$ cat config.mk
export PLATFORM = sky130hd
export DESIGN_NAME = held_key_press_sequence_detector
export DESIGN_NICKNAME = d
export VERILOG_FILES = /design/src/rtl/hkpsd_pkg.sv /design/src/rtl/held_key_press_sequence_detector.sv /design/src/rtl/hkpsd_next.sv
export VERILOG_INCLUDE_DIRS = /design/src /design/src/rtl
export SDC_FILE = /design/constraint.sdc
export NUM_CORES = 1
export LEC_CHECK = 0
export CORE_UTILIZATION = 35
export DETAILED_ROUTE_END_ITERATION = 8
export DONT_BUFFER_PORTS = 1
export HOLD_SLACK_MARGIN = 0.1
export PLACE_DENSITY = 0.5
export SLEW_MARGIN = 20
export SYNTH_ARGS = -nofsm -noshare
export SYNTH_HDL_FRONTEND = slang
export SYNTH_HIERARCHICAL = 1
export SYNTH_SLANG_ARGS = --single-unit
$ cat constraint.sdc
create_clock -name clk -period 7.7 [get_ports clk]
set_input_delay 1.54 -clock clk [delete_from_list [all_inputs] [get_ports clk]]
set_output_delay 1.54 -clock clk [all_outputs]
set_load 0.02 [all_outputs]
$ cat src/rtl/held_key_press_sequence_detector_assert.svh
// Assertion helpers for the held-key sequence detector
`ifndef HELD_KEY_PRESS_SEQUENCE_DETECTOR_ASSERT_SVH
`define HELD_KEY_PRESS_SEQUENCE_DETECTOR_ASSERT_SVH

// checked only while out of reset
`define HKPSD_ASSERT(lbl, prop, msg) \
	lbl: assert property (@(posedge clk) disable iff (!arst_n) prop) else $error(msg);

// checked on every edge, reset included
`define HKPSD_ASSERT_ALWAYS(lbl, prop, msg) \
	lbl: assert property (@(posedge clk) prop) else $error(msg);

`endif

$ cat src/rtl/hkpsd_pkg.sv
`timescale 1ns / 1ps

package hkpsd_pkg;

	localparam int NUM_STEPS  = 3;
	localparam int CODE_W     = 10;
	localparam int PRESS_W    = 4;
	localparam int STEP_W     = 2;
	localparam int COUNT_W    = 6;
	localparam int SLOTS      = 5;
	localparam int CFG_IDX_W  = 3;
	localparam int CFG_DATA_W = 10;
	localparam int S_TDATA_W  = 16;
	localparam int M_TDATA_W  = 16;

	localparam logic [STEP_W-1:0] LAST_STEP = STEP_W'(NUM_STEPS - 1);

	// slot order in the down flags
	localparam int SLOT_HOLD = 0;

	typedef enum logic [CFG_IDX_W-1:0] {
		REG_HOLD_CODE      = 3'd0,
		REG_SEQ_KEY_FIRST  = 3'd1,
		REG_SEQ_KEY_SECOND = 3'd2,
		REG_SEQ_KEY_THIRD  = 3'd3,
		REG_PRESSES_FIRST  = 3'd4,
		REG_PRESSES_SECOND = 3'd5,
		REG_PRESSES_THIRD  = 3'd6,
		REG_EXTRA_KEY      = 3'd7
	} cfg_idx_t;

	localparam logic [CODE_W-1:0]  RST_HOLD_CODE      = 10'd114;
	localparam logic [CODE_W-1:0]  RST_SEQ_KEY_FIRST  = 10'd116;
	localparam logic [CODE_W-1:0]  RST_SEQ_KEY_SECOND = 10'd115;
	localparam logic [CODE_W-1:0]  RST_SEQ_KEY_THIRD  = 10'd116;
	localparam logic [PRESS_W-1:0] RST_PRESSES_FIRST  = 4'd9;
	localparam logic [PRESS_W-1:0] RST_PRESSES_SECOND = 4'd5;
	localparam logic [PRESS_W-1:0] RST_PRESSES_THIRD  = 4'd3;
	localparam logic [CODE_W-1:0]  RST_EXTRA_KEY      = 10'd172;

	typedef struct packed {
		logic [CODE_W-1:0]  hold_code;
		logic [CODE_W-1:0]  seq_key_first;
		logic [CODE_W-1:0]  seq_key_second;
		logic [CODE_W-1:0]  seq_key_third;
		logic [PRESS_W-1:0] presses_first;
		logic [PRESS_W-1:0] presses_second;
		logic [PRESS_W-1:0] presses_third;
		logic [CODE_W-1:0]  extra_watched_key;
	} cfg_t;

	typedef struct packed {
		logic [SLOTS-1:0]   down;
		logic [STEP_W-1:0]  step;
		logic [COUNT_W-1:0] count;
	} state_t;

	typedef struct packed {
		logic               trigger;
		logic               sequence_reset;
		logic [STEP_W-1:0]  step_now;
		logic [COUNT_W-1:0] count_now;
	} result_t;

endpackage

$ cat src/rtl/held_key_press_sequence_detector.sv
`timescale 1ns / 1ps
// Held-key press sequence detector.
// Input stream s_*: one key event per item, key code in s_tdata, up/down in s_tuser.
// Output stream m_*: one result item per event, in order.
// Config port cfg_*: write enable, register index (0..7) and data; writes land on
// the clock edge. The user makes them only while no event is in flight;
// the block itself does not enforce this.
// An accepted event passes the input register, then the result register, before
// it is presented on m_*. The key state and counters are updated in the same
// cycle the result register loads. Throughput: one event per cycle while m_tready
// is high. The next event may be taken while a result is still waiting, since
// the input register and result register decouple the two sides.
// When m_tready is low the result is held, the input register fills and then
// s_tready drops; nothing is lost or repeated.
// Reset (arst_n low): config returns to defaults, all keys read as up, step and
// count clear, both streams empty. No clearing sweep is needed.
module held_key_press_sequence_detector (
	input  logic                                clk,
	input  logic                                arst_n,
	input  logic                                s_tvalid,
	output logic                                s_tready,
	input  logic [hkpsd_pkg::S_TDATA_W-1:0]     s_tdata,   // [9:0] event code, rest zero
	input  logic                                s_tuser,   // [0] pressed
	output logic                                m_tvalid,
	input  logic                                m_tready,
	output logic [hkpsd_pkg::M_TDATA_W-1:0]     m_tdata,   // [0] trigger, [1] sequence_reset,
	                                                       // [3:2] step_now, [9:4] count_now
	input  logic                                cfg_we,
	input  logic [hkpsd_pkg::CFG_IDX_W-1:0]     cfg_index,
	input  logic [hkpsd_pkg::CFG_DATA_W-1:0]    cfg_data
);

	hkpsd_pkg::cfg_t    cfg_q;
	hkpsd_pkg::state_t  state_q, state_nxt;
	hkpsd_pkg::result_t res_nxt, res_q;

	logic                          valid_s1;
	logic [hkpsd_pkg::CODE_W-1:0]  ev_code_s1;
	logic                          pressed_s1;
	logic                          out_valid_q;
	logic                          adv;
	logic                          fire;

	assign adv      = !out_valid_q || m_tready;
	assign s_tready = !valid_s1 || adv;
	assign fire     = valid_s1 && adv;

	always_ff @(posedge clk or negedge arst_n) begin
		if (!arst_n) begin
			cfg_q.hold_code         <= hkpsd_pkg::RST_HOLD_CODE;
			cfg_q.seq_key_first     <= hkpsd_pkg::RST_SEQ_KEY_FIRST;
			cfg_q.seq_key_second    <= hkpsd_pkg::RST_SEQ_KEY_SECOND;
			cfg_q.seq_key_third     <= hkpsd_pkg::RST_SEQ_KEY_THIRD;
			cfg_q.presses_first     <= hkpsd_pkg::RST_PRESSES_FIRST;
			cfg_q.presses_second    <= hkpsd_pkg::RST_PRESSES_SECOND;
			cfg_q.presses_third     <= hkpsd_pkg::RST_PRESSES_THIRD;
			cfg_q.extra_watched_key <= hkpsd_pkg::RST_EXTRA_KEY;
		end else if (cfg_we) begin
			case (cfg_index)
				hkpsd_pkg::REG_HOLD_CODE:      cfg_q.hold_code      <= cfg_data;
				hkpsd_pkg::REG_SEQ_KEY_FIRST:  cfg_q.seq_key_first  <= cfg_data;
				hkpsd_pkg::REG_SEQ_KEY_SECOND: cfg_q.seq_key_second <= cfg_data;
				hkpsd_pkg::REG_SEQ_KEY_THIRD:  cfg_q.seq_key_third  <= cfg_data;
				hkpsd_pkg::REG_PRESSES_FIRST: begin
					cfg_q.presses_first <= cfg_data[hkpsd_pkg::PRESS_W-1:0];
				end
				hkpsd_pkg::REG_PRESSES_SECOND: begin
					cfg_q.presses_second <= cfg_data[hkpsd_pkg::PRESS_W-1:0];
				end
				hkpsd_pkg::REG_PRESSES_THIRD: begin
					cfg_q.presses_third <= cfg_data[hkpsd_pkg::PRESS_W-1:0];
				end
				hkpsd_pkg::REG_EXTRA_KEY:      cfg_q.extra_watched_key <= cfg_data;
				default: ;
			endcase
		end
	end

	// input register
	always_ff @(posedge clk or negedge arst_n) begin
		if (!arst_n) begin
			valid_s1 <= 1'b0;
		end else if (s_tready) begin
			valid_s1 <= s_tvalid;
		end
	end

	always_ff @(posedge clk) begin
		if (s_tready && s_tvalid) begin
			ev_code_s1 <= s_tdata[hkpsd_pkg::CODE_W-1:0];
			pressed_s1 <= s_tuser;
		end
	end

	hkpsd_next u_next (
		.cfg      (cfg_q),
		.ev_code  (ev_code_s1),
		.pressed  (pressed_s1),
		.cur      (state_q),
		.nxt      (state_nxt),
		.res      (res_nxt)
	);

	always_ff @(posedge clk or negedge arst_n) begin
		if (!arst_n) begin
			state_q     <= '0;
			out_valid_q <= 1'b0;
		end else begin
			if (fire) begin
				state_q <= state_nxt;
			end
			if (adv) begin
				out_valid_q <= valid_s1;
			end
		end
	end

	always_ff @(posedge clk) begin
		if (fire) begin
			res_q <= res_nxt;
		end
	end

	assign m_tvalid = out_valid_q;
	assign m_tdata  = {{(hkpsd_pkg::M_TDATA_W - 10){1'b0}}, res_q.count_now, res_q.step_now,
	                   res_q.sequence_reset, res_q.trigger};

	`include "held_key_press_sequence_detector_assert.svh"

	`HKPSD_ASSERT(a_trig_rearms, m_tvalid && res_q.trigger |-> res_q.count_now == '0 && res_q.step_now == '0 && !res_q.sequence_reset, "trigger without rearm")
	`HKPSD_ASSERT(a_count_needs_hold, state_q.count != $past(state_q.count) && state_q.count != '0 |-> $past(state_q.down[hkpsd_pkg::SLOT_HOLD]), "count moved without hold key down")
	`HKPSD_ASSERT(a_step_range, state_q.step <= hkpsd_pkg::LAST_STEP, "step beyond last")
	`HKPSD_ASSERT_ALWAYS(a_reset_empty, !arst_n |=> !m_tvalid, "result presented straight after reset")

endmodule

$ cat src/rtl/hkpsd_next.sv
`timescale 1ns / 1ps

module hkpsd_next (
	input  hkpsd_pkg::cfg_t                  cfg,
	input  logic [hkpsd_pkg::CODE_W-1:0]     ev_code,
	input  logic                             pressed,
	input  hkpsd_pkg::state_t                cur,
	output hkpsd_pkg::state_t                nxt,
	output hkpsd_pkg::result_t               res
);

	logic [hkpsd_pkg::SLOTS-1:0]   match;
	logic                          watched;
	logic                          is_down;
	logic [hkpsd_pkg::STEP_W-1:0]  st;
	logic [hkpsd_pkg::CODE_W-1:0]  step_key;
	logic [hkpsd_pkg::COUNT_W-1:0] tot0, tot1, tot2;
	logic [hkpsd_pkg::COUNT_W-1:0] run_tot;
	logic [hkpsd_pkg::COUNT_W:0]   cnt_inc;
	logic                          adv_chk;
	logic                          trig, rst;
	logic [hkpsd_pkg::SLOTS-1:0]   down_n;
	logic [hkpsd_pkg::STEP_W-1:0]  step_n;
	logic [hkpsd_pkg::COUNT_W-1:0] cnt_n;

	always_comb begin
		match[0] = (ev_code == cfg.hold_code);
		match[1] = (ev_code == cfg.seq_key_first);
		match[2] = (ev_code == cfg.seq_key_second);
		match[3] = (ev_code == cfg.seq_key_third);
		match[4] = (ev_code == cfg.extra_watched_key);
		watched  = |match;
	end

	// hold slot decides on its own; otherwise first matching slot wins
	always_comb begin
		if (match[0]) begin
			is_down = cur.down[0];
		end else if (match[1]) begin
			is_down = cur.down[1];
		end else if (match[2]) begin
			is_down = cur.down[2];
		end else if (match[3]) begin
			is_down = cur.down[3];
		end else begin
			is_down = match[4] & cur.down[4];
		end
	end

	always_comb begin
		st = (cur.step > hkpsd_pkg::LAST_STEP) ? hkpsd_pkg::LAST_STEP : cur.step;
		case (st)
			2'd0:    step_key = cfg.seq_key_first;
			2'd1:    step_key = cfg.seq_key_second;
			default: step_key = cfg.seq_key_third;
		endcase
		tot0    = hkpsd_pkg::COUNT_W'(cfg.presses_first);
		tot1    = tot0 + hkpsd_pkg::COUNT_W'(cfg.presses_second);
		tot2    = tot1 + hkpsd_pkg::COUNT_W'(cfg.presses_third);
		cnt_inc = {1'b0, cur.count} + 1'b1;
	end

	always_comb begin
		down_n  = cur.down;
		step_n  = st;
		cnt_n   = cur.count;
		trig    = 1'b0;
		rst     = 1'b0;
		adv_chk = 1'b0;
		if (watched) begin
			if (pressed) begin
				if (!is_down) begin
					down_n = cur.down | match;
					if (!match[hkpsd_pkg::SLOT_HOLD] && cur.down[hkpsd_pkg::SLOT_HOLD]) begin
						adv_chk = 1'b1;
						if (ev_code == step_key) begin
							if (cnt_inc >= {1'b0, tot2}) begin
								trig    = 1'b1;
								cnt_n   = '0;
								step_n  = '0;
								adv_chk = 1'b0;
							end else begin
								cnt_n = cnt_inc[hkpsd_pkg::COUNT_W-1:0];
							end
						end else begin
							rst    = 1'b1;
							cnt_n  = '0;
							step_n = '0;
						end
					end
				end
			end else begin
				down_n = cur.down & ~match;
				if (match[hkpsd_pkg::SLOT_HOLD]) begin
					rst    = 1'b1;
					cnt_n  = '0;
					step_n = '0;
				end
			end
		end
		case (step_n)
			2'd0:    run_tot = tot0;
			2'd1:    run_tot = tot1;
			default: run_tot = tot2;
		endcase
		if (adv_chk && cnt_n == run_tot && step_n < hkpsd_pkg::LAST_STEP) begin
			step_n = step_n + 1'b1;
		end
	end

	assign nxt.down           = down_n;
	assign nxt.step           = step_n;
	assign nxt.count          = cnt_n;
	assign res.trigger        = trig;
	assign res.sequence_reset = rst;
	assign res.step_now       = step_n;
	assign res.count_now      = cnt_n;

endmodule
; ---- Word level (Yosys, flattened, before mapping)
; Cells that the tools add are included.
; Widths: inputs -> output; s select.
[op_classes]
addsub = 4
order_cmp = 3
eq_ne = 17
n_mux = 36
n_bitwise = 8
n_reduce_logical = 24
[op_table]
columns = operator, count
row1 = $eq 10x10->1, 6
row2 = $mux 6, 7
row3 = $pmux 10 s2, 1
row4 = $mux 2, 9
row5 = $mux 1, 16
row6 = $reduce_and 2->1, 8
row7 = $eq 3x3->1 const B, 4
row8 = $pmux 6 s2, 1
row9 = $mux 5, 2
row10 = $reduce_or 5->1, 2
row11 = $add 6x1->7 const B, 1
row12 = $ge 7x6->1, 1
row13 = $add 6x4->6, 1
row14 = $eq 3x2->1 const B, 2
row15 = $eq 6x6->1, 1
row16 = $add 4x4->5, 1
row17 = $and 5x5->5, 1
row18 = $logic_and 1x1->1, 5
row19 = $not 5->5, 1
row20 = $or 5x5->5, 1
row21 = $eq 2x1->1 const B, 2
row22 = $logic_not 2->1, 2
row23 = $not 1->1, 4
row24 = $eq 3x1->1 const B, 1
row25 = other kinds (9), 12
[word_totals]
reg_bits = 98
inputBits = 35
wordCells = 111

; ---- Logic depth before layout (Yosys ltp)
[logic_depth]
ltp_word = 16
ltp_mapped = 29

; ---- Hierarchy
; The synthesis kept the hierarchy.
[modules_own_cells]
columns = module, instances, cells_each, area_each_um2
row1 = held_key_press_sequence_detector, 1, 203, 3657.3
row2 = hkpsd_next, 1, 314, 2258.4

; ---- Worst setup path after synthesis
; Ideal clock, no wire load.
[synth_path]
kind = register to register
from = register cfg_q[18] (netlist bit)
to = register res_q (netlist bit m_tdata[2]), data pin
t_arrival_ns = 6.170
required_ns = 7.449
setup_slack_ns = 1.279
stages_incl_launch_ff = 29
path_cell_list = dfstp_2 -> ha_1 -> inv_1 -> fa_1 -> xnor2_1 -> ha_1 -> a21oi_1 -> nand2_1 -> xor2_1 -> inv_1 -> ha_1 -> a2111oi_0 -> o221ai_1 -> nor4_2 -> nand2_1 -> nand3_1 -> a21oi_1 -> nor3b_1 -> inv_1 -> ha_1 -> nor2_1 -> a221oi_1 -> and2_1 -> a2111oi_0 -> nand4bb_1 -> a2111oi_2 -> nand4b_1 -> xnor2_1 -> buf_4
[synth_lines]
columns = item, line_no
row1 = "start, declared", held_key_press_sequence_detector.sv:33  ; hkpsd_pkg::cfg_t cfg_q;
row2 = "end signal, assigned", held_key_press_sequence_detector.sv:120  ; res_q <= res_nxt;
row3 = "end, declared", held_key_press_sequence_detector.sv:35  ; hkpsd_pkg::result_t res_nxt, res_q;

==> flow_metrics.tcl <==
set metrics [dict create \
    status "complete, no violations" \
    insertion_delay_ns 0.35 \
    syn_area_mm2 0.005916 \
    dieWidth_um 132.0 \
    dpl.hpwl_um 9905 \
    grt_pass1_wl_um 22240 \
    p_total_mw 1.632 \
    end_kind "register" \
    path_max_fanout 8 \
    synth_compound_area_share_pct 8.291 \
    min_path_cells 1 \
    overflow 0 \
    hold_slack_ns 0.5043 \
    htree_levels 3 \
    nFillCells 1600 \
    grt_pass1_vias 3999 \
    final_area_mm2 0.006296 \
    drt-initial-drc-count 247 \
    die_y_um 132.0 \
    antenna_found_initial 0 \
    synth_xor_area_share_pct 9.624 \
    ys_seq_area_share_pct 43.80 \
    drt-total-wl_um 13690 \
    cts_buffer_depth 2 \
    path_class "reg -> reg" \
    yosysWarnings 6 \
    clockRootBuffer "clkbuf_16" \
    yosys.area_share.adder_pct 4.695 \
    clock.fmax_mhz 142.8 \
    post_cts_buffers 0 \
    portBuffers 0 \
    cts_num_sinks 98 \
    avgViaCountPerCell 5.249 \
    clock-skew-final_ns 0.005547 \
    pin_count 53 \
    rsz0062_at_grt "no" \
    hold_violations 0 \
    slowest_delay_ns 0.54 \
    grt_start_max_net_pins 78 \
    drive_gt1_share_pct 26.69 \
    antenna_left 0 \
    ys_ff_latch 98 \
    placed_cell_area_mm2 0.005996 \
    synth_edf_count 21 \
    n_antenna_cell 0 \
    drc 0 \
    post_synth_mux_area_share_pct 16.35 \
    core_mm2 0.01652 \
    synth_top_family_by_area "multiplexers" \
    slew_violations 0 \
    yosysUniqueCellTypes 65 \
    final-setup-viol-count 0 \
    cp-start-kind "register" \
    async_reset_ff_share_pct 78.57 \
    min_period_over_period_pct 90.94 \
    reg2regPathDepth 28 \
    crit_top_cell "ha_1" \
    cts_buffers 9 \
    start_util_pct 35.80 \
    p_leak_nw 2.522 \
    hp-class "reg -> reg" \
    place_inst 706 \
    cp.required_ns 7.95 \
    cts_tree "done" \
    relSlewSlack_pct 34.28 \
    final_nets 553 \
    synth.avg_cell_area_um2 11.44 \
    die_area_mm2 0.01743 \
    ys.flop_type "dfrtp_1" \
    fin_crit_ns 7.002 \
    instances_no_fill 722 \
    peakVddDrop_v 0.0001317 \
    num_vias 3790 \
    grt_util_all_layers_pct 16.82 \
    finalSetupTns_ns 0 \
    synth_cells 517 \
    firstDrtPassIters 4 \
    cpMaxStageDelayCell "dfstp_2" \
    maxCapViolCount 0 \
    powerDensity_mw_per_mm2 259.2 \
    yosys.area_share.simple_pct 12.23 \
    place_congestion 0.8005 \
    syn2layout_area_growth_pct 6.430 \
    clk_pin_slew_ns 0.08 \
    rows 47 \
    crit_arrival_ns 7.25 \
    wl_per_cell_um 18.96 \
    worst_pin_slew_ns 0.9858 \
]
area by class of cell:
| class | instances | area [µm²] | share of cell area [%] |
|---|---|---|---|
| timing repair buffer | 3 | 22.52 | 0.3577 |
| clock inverter | 7 | 68.82 | 1.093 |
| tap | 220 | 275.3 | 4.372 |
| sequential | 98 | 2591 | 41.16 |
| multi-input combinational | 370 | 3057 | 48.55 |
| inverter | 15 | 56.30 | 0.8943 |
| clock buffer | 9 | 225.2 | 3.577 |
worst max-delay path: cells and delay by family (launching register included):
| family | cells | cell delay [ns] |
|---|---|---|
| AOI/OAI and AO/OA | 7 | 1.87 |
| xor gates and xnor gates | 3 | 0.74 |
| adders and majority gates | 5 | 1.37 |
| buffers and inverters | 3 | 0.21 |
| DFF | 1 | 0.54 |
| muxes | 1 | 0.27 |
| and+or+nand+nor | 9 | 1.86 |
worst paths after layout:
path	from	to	slack [ns]
hold / removal	valid_s1	m_tvalid	0.50
min in group asynchronous	arst_n	cfg_q[12]	0.88
max in group asynchronous	arst_n	cfg_q[46]	6.62
setup / recovery	cfg_q[18]	state_q[6]	0.70
hold reg to reg	valid_s1	m_tvalid	0.50
setup reg to reg	cfg_q[18]	state_q[6]	0.70
where the power goes:
group / internal (mW) / total (mW) / leakage [nW] / switching (mW)
clock: 0.229 / 0.451 / 0.147 / 0.222
sequential: 0.641 / 0.722 / 1.11 / 0.0818
combinational: 0.222 / 0.459 / 1.26 / 0.236
cell families (layout without fill, tap and decap cells):
group                      Yosys count  in the layout
DFF                                 98             98
muxes                               87             87
adders and majority gates           21             21
and+or+nand+nor                    122            122
AOI/OAI and AO/OA                   69             69
other                                1              6
xor gates and xnor gates            65             65
buffers and inverters               54             34
cell usage in the layout, fill, tap and decap left out, drive strengths merged, types with 6 or more instances in the layout:
| cell type | netlist | routed |
|---|---|---|
| xor2 | 53 | 53 |
| nand2 | 26 | 26 |
| conb | 1 | 6 |
| inv | 15 | 20 |
| dfrtp | 50 | 50 |
| ha | 19 | 19 |
| nor2 | 11 | 11 |
| dfstp | 27 | 27 |
| a21oi | 10 | 10 |
| nand3 | 18 | 18 |
| xnor2 | 12 | 12 |
| nor4 | 12 | 12 |
| edfxtp | 21 | 21 |
| nor2b | 7 | 7 |
| mux2i | 10 | 10 |
| nand2b | 7 | 7 |
| o211ai | 6 | 6 |
| and2 | 6 | 6 |
| clkbuf | 13 | 9 |
| nor3 | 8 | 8 |
| o21ai | 16 | 16 |
| nand4 | 8 | 8 |
| mux2 | 77 | 77 |
Yosys cell counts (6+ instances only):
master | n | share of area (%)
edfxtp_1 | 21 | 11
nor4_1 | 10 | 1.1
dfstp_2 | 27 | 12
ha_1 | 19 | 4.0
o211ai_1 | 6 | 0.76
clkbuf_1 | 12 | 0.76
nand2b_1 | 6 | 0.63
dfrtp_1 | 50 | 21
a21oi_1 | 10 | 0.85
nand3_1 | 18 | 1.5
xnor2_1 | 12 | 1.8
mux2_2 | 77 | 15
nor3_1 | 6 | 0.51
and2_1 | 6 | 0.63
nand4_1 | 7 | 0.74
nor2_1 | 11 | 0.70
inv_1 | 15 | 0.95
nor2b_1 | 7 | 0.74
nand2_1 | 26 | 1.6
buf_4 | 20 | 2.5
mux2i_1 | 10 | 1.7
o21ai_0 | 15 | 1.3
xor2_1 | 53 | 7.8
metrics by stage:
step	worst slack (ns)	util [%]
after floorplan	1.279	-
after global placement	0.6440	36.28
after detailed placement	0.5215	36.28
after CTS	0.4581	38.06
after global routing	0.02689	38.10
final	0.6978	38.10
registers in the layout, summed over array words and instances (netlist names):
register,count
m_tdata,10
ev_code_s1,10
valid_s1,1
cfg_q,62
m_tvalid,1
pressed_s1,1
state_q,13
per-layer routing:
layer / share of wire [%] / track usage [%] / wire length [µm] / vias to the layer above
met2: 51 / 29.34 / 7024 / 63
met3: 2.8 / 3.037 / 382 / 17
li1: - / - / - / 1812
met5: 0 / 0 / 0 / -
met1: 44 / 20.67 / 5968 / 1898
met4: 2.3 / 6.266 / 312 / 0
what timing repair did:
action / in CTS / in global routing
hold buffers: 0 / 0
resized for setup: 0 / 2
endpoints found under the setup margin: 0 / 4
endpoints found under the hold margin: 0 / 0
(Power assumes the default switching activity.)
